### config.mk
export PLATFORM = sky130hd
export DESIGN_NAME = nvwt_dist
export DESIGN_NICKNAME = d
export VERILOG_FILES = /design/src/nvwt_pkg.sv /design/src/nvwt_dist.sv
export SDC_FILE = /design/constraint.sdc
export NUM_CORES = 2
export LEC_CHECK = 0
export ABC_CLOCK_PERIOD_IN_PS = 14350
export BUFFER_PORTS_ARGS = -buffer_cell sky130_fd_sc_hd__buf_2
export CAP_MARGIN = 20
export CELL_PAD_IN_SITES_DETAIL_PLACEMENT = 2
export CELL_PAD_IN_SITES_GLOBAL_PLACEMENT = 2
export CORE_ASPECT_RATIO = 0.8
export CORE_MARGIN = 1.5
export CORE_UTILIZATION = 40
export CTS_CLUSTER_SIZE = 10
export DETAILED_ROUTE_END_ITERATION = 12
export PLACE_DENSITY_LB_ADDON = 0.1
export SYNTH_ARGS = -nofsm -noshare
export SYNTH_HDL_FRONTEND = slang
export SYNTH_SLANG_ARGS = --single-unit
### constraint.sdc
create_clock -name clk -period 14.35 [get_ports clk]
set_input_delay 1.435 -clock clk [delete_from_list [all_inputs] [get_ports clk]]
set_output_delay 1.435 -clock clk [all_outputs]
set_load 0.01 [all_outputs]
### src/nvwt_pkg.sv
// ----------------------------------------------------------------------------
// nvwt_pkg
// Shared types and constants for the nearest-vertex weight transfer unit.
// ----------------------------------------------------------------------------
`timescale 1ns / 1ps

package nvwt_pkg;

  localparam int POS_W    = 24;
  localparam int DIFF_W   = POS_W + 1;
  localparam int SQ_W     = 2 * POS_W + 1;   // |d| <= 2^24, so d*d fits 49 bits
  localparam int DIST_W   = SQ_W + 1;        // sum of three squares
  localparam int WEIGHT_W = 16;
  localparam int JOINT_W  = 8;
  localparam int MATCH_W  = 10;
  localparam int FUNC_W   = 2;

  localparam logic [FUNC_W-1:0] FUNC_LOAD  = 2'd0;
  localparam logic [FUNC_W-1:0] FUNC_QUERY = 2'd1;
  localparam logic [FUNC_W-1:0] FUNC_CLEAR = 2'd2;

  typedef struct packed {
    logic signed [POS_W-1:0] z;
    logic signed [POS_W-1:0] y;
    logic signed [POS_W-1:0] x;
  } pos_t;

  typedef struct packed {
    logic [JOINT_W-1:0]  j2;
    logic [JOINT_W-1:0]  j1;
    logic [JOINT_W-1:0]  j0;
    logic [WEIGHT_W-1:0] w2;
    logic [WEIGHT_W-1:0] w1;
    logic [WEIGHT_W-1:0] w0;
  } skin_t;

endpackage

### src/nvwt_dist.sv
// ----------------------------------------------------------------------------
// nvwt_dist
// Three-stage squared Euclidean distance pipe: difference, square, sum.
// ----------------------------------------------------------------------------
`timescale 1ns / 1ps

module nvwt_dist #(
  parameter int IDX_W = 10
) (
  input  logic                        clk,
  input  logic                        rst,
  input  logic                        in_vld,
  input  logic [IDX_W-1:0]            in_idx,
  input  nvwt_pkg::pos_t              stored,
  input  nvwt_pkg::pos_t              query,
  output logic                        d_vld,
  output logic [IDX_W-1:0]            d_idx,
  output logic [nvwt_pkg::DIST_W-1:0] d_sum
);

  logic                               s1_vld, s2_vld;
  logic [IDX_W-1:0]                   s1_idx, s2_idx;
  logic signed [nvwt_pkg::DIFF_W-1:0] dx, dy, dz;
  logic [nvwt_pkg::SQ_W-1:0]          sx, sy, sz;
  logic signed [2*nvwt_pkg::DIFF_W-1:0] px, py, pz;

  assign px = dx * dx;
  assign py = dy * dy;
  assign pz = dz * dz;

  always_ff @(posedge clk) begin
    if (rst) begin
      s1_vld <= 1'b0;
      s2_vld <= 1'b0;
      d_vld  <= 1'b0;
    end else begin
      s1_vld <= in_vld;
      s2_vld <= s1_vld;
      d_vld  <= s2_vld;
    end
  end

  always_ff @(posedge clk) begin
    s1_idx <= in_idx;
    dx <= nvwt_pkg::DIFF_W'(stored.x) - nvwt_pkg::DIFF_W'(query.x);
    dy <= nvwt_pkg::DIFF_W'(stored.y) - nvwt_pkg::DIFF_W'(query.y);
    dz <= nvwt_pkg::DIFF_W'(stored.z) - nvwt_pkg::DIFF_W'(query.z);
    s2_idx <= s1_idx;
    sx <= px[nvwt_pkg::SQ_W-1:0];
    sy <= py[nvwt_pkg::SQ_W-1:0];
    sz <= pz[nvwt_pkg::SQ_W-1:0];
    d_idx <= s2_idx;
    d_sum <= nvwt_pkg::DIST_W'(sx) + nvwt_pkg::DIST_W'(sy) + nvwt_pkg::DIST_W'(sz);
  end

endmodule

==> run metrics <==
hold_ws between 0.3 and 0.4 ns; largest net degree at the start of global routing about 50; Max Fclk 0.122 GHz; Hold Buf Count CTS 0; count leader, synth inv_1; Setup Skew between 0.04 and 0.05 ns; setup violators final 0; Tcrit/Tclk final 57.0%; top_reg_cell synth dfxtp_1; GRT overflow 0; Critical Path RT ~15 ns; area share of the largest cell type after synthesis approximately 50%; Routed WL approximately 220000 um; root buf cell clkbuf_16; Pins Over Slew Limit 0; YS warnings 0; global placement routability congestion ~0.85; fill count 19.7k; WL/cell 21.6 um; sequential area share after synthesis 8.16%; Cell Rows approximately 140; flop-to-flop setup slack roughly 6.2 ns; Hold Violations, Final 0; critical path capture point type flop; CP max-delay cell o31ai_1; Slew @ Worst Pin approximately 0.84 ns; worst reg2reg path depth 25; Area contributors post-synth fa_1, inv_1, ha_1; max incr delay on CP just under 0.6 ns; Synth cell types 83; vias in the first global route between 60k and 70k; remaining antenna violation count 0; top cell family by delay on the critical path adder cells; worst slack, placed about 6.3 ns; H-tree level count 2; Worst Hold Class reg2reg; Worst Setup Slack, final 6.16 ns; Period minus WS final 8.19 ns; 1st-iter DRT viols about 1.9k; I/O pin cnt 218; worst path bufs/invs 6; CTS tree done; Slew Limit Headroom ~44%; First-pass DRT Iterations 7; most used cell along the critical path fa_1; Layout area overhead 7.13%; top cells by count, synth inv_1, fa_1, nand2_1; first-pass GRT wire length between 300000 and 400000 um; Synth Cell Area between 70000 and 80000 sq um; clock sink count a little over 300; Startpoint Class flop; Crit Path Category reg2reg; Finished Cell Area 79400 sq um; Worst EP arrival 8.77 ns; status completed; vias per cell a little under 5; Post-synth EDFFs 0; Mapped Avg Cell Area about 9.6 sq um; most area-hungry cell type in the Yosys netlist fa_1; Worst-path clk slew approximately 0.060 ns; asr flop ratio synth 0%; hold path depth 0; RSZ-0062 raised after global routing false; Nets 10.4k; Placeable Area between 150000 and 200000 sq um; chip height approximately 390 um; Max-cap violations 0; setup repair bufs after CTS 0; worst-path maximum fanout 20; initial antenna violation count 8; DR vias between 50k and 60k; Synth Instances slightly below 8k; setup TNS 0 ns; post-synthesis register bit count just over 300; IO Port Bufs about 220; Starting Density between 40 and 50%; Hold EP s2_idx[9]; layout cells sized above 1 5.04%; die area roughly 190000 sq um; Num CTS Buffers 43; clock buffer depth 3; Clock Latency Late Sink around 0.70 ns; Reg-to-Reg Start dx[4]; Detail Placement HPWL 192000 um; Post-CTS Resized 0; Cell Area, Placed approximately 80000 sq um; gr usage total around 25%; RR Endpoint sx[45]; worst hold start s1_idx[9]; DR DRC count 0; Die Span X ~480 um
-- layer usage --
metal,vias up,GRT usage (%),wire length (um)
met5,-,0,7
met4,2,5.30,4870
met3,210,2.66,7500
met2,708,40.7,105000
met1,27200,34.9,105000
li1,22800,-,-
-- layout by cell type, fill, tap and decap left out, types with 21 or more instances in the layout --
cell type,synthesis,routed
buf_4,0,74
nand3_1,43,43
a21o_1,142,142
buf_2,4,217
o21ai_1,29,29
nand2_1,623,623
and2_1,373,373
o21a_1,35,35
and3_1,21,21
ha_1,571,571
nand2b_1,39,39
nor3_1,24,24
fa_1,1847,1847
xor2_1,83,83
nor2_1,218,218
o21ai_0,107,107
dfxtp_1,302,301
xnor2_1,227,227
a21oi_1,244,244
o21bai_1,26,26
nand4_1,37,37
nor2b_1,81,81
inv_1,2223,2223
clkbuf_16,0,43
-- kinds of logic after synthesis --
| group | synth area share [%] |
|---|---|
| buffers and inverters | 12.4 |
| adders and majority gates | 59.5 |
| and+or+nand+nor | 9.64 |
| AOI/OAI and AO/OA | 6.60 |
| xor gates and xnor gates | 3.66 |
| DFF | 8.16 |
| muxes | 0.0405 |
| other | 0.00506 |
-- worst reg2reg max path, stage by stage (launching register included) --
cell and delay (ns):
dfxtp_1 0.32, buf_4 0.34, clkinv_1 0.58, nor2_1 0.42
fa_1 0.49, fa_1 0.50, inv_1 0.06, fa_1 0.55
inv_1 0.06, fa_1 0.46, ha_1 0.30, fa_1 0.49
inv_1 0.05, fa_1 0.49, inv_1 0.05, ha_1 0.36
and4_1 0.27, and3_1 0.18, a31oi_1 0.46, a21oi_1 0.19
o31ai_1 0.60, nor2_1 0.12, nor2_1 0.21, nor2_1 0.11
a311oi_1 0.34, xnor2_1 0.15
-- final cells by class --
| cell class | count | area [sq um] | area share (%) |
|---|---|---|---|
| antenna | 3 | 7.51 | 0.00946 |
| clock buffer | 54 | 1170 | 1.47 |
| clock inverter | 16 | 199 | 0.251 |
| inverter | 2224 | 8350 | 10.5 |
| multi-input combinational | 4973 | 58900 | 74.2 |
| sequential | 302 | 6050 | 7.62 |
| tap | 2431 | 3040 | 3.83 |
| timing repair buffer | 292 | 1670 | 2.10 |
-- state kept, by name, summed over array words and instances (netlist names), 25 cells and up --
register	cells
d_sum	50
sx	48
sy	48
sz	48
dx	25
dy	25
dz	25
-- how the worst max path moves through the flow --
stage / from / depth (start not counted) / to
after floorplan: dz[24] / 24 / sz[45]
after global placement: dx[4] / 25 / sx[38]
after detailed placement: dx[4] / 25 / sx[45]
after CTS: dx[4] / 25 / sx[45]
after global routing: dx[4] / 25 / sx[45]
final: dx[4] / 25 / sx[45]
-- per-stage QoR --
stage	instances	util, %
2_1_floorplan	7713	-
3_3_place_gp	10200	42.3
3_5_place_dp	10200	42.3
4_1_cts	10300	43.0
5_1_grt	10300	43.1
6_report	10300	43.1
Power is not shown: default switching activity piles up to over one toggle a cycle in this logic, so the estimate is an artifact.
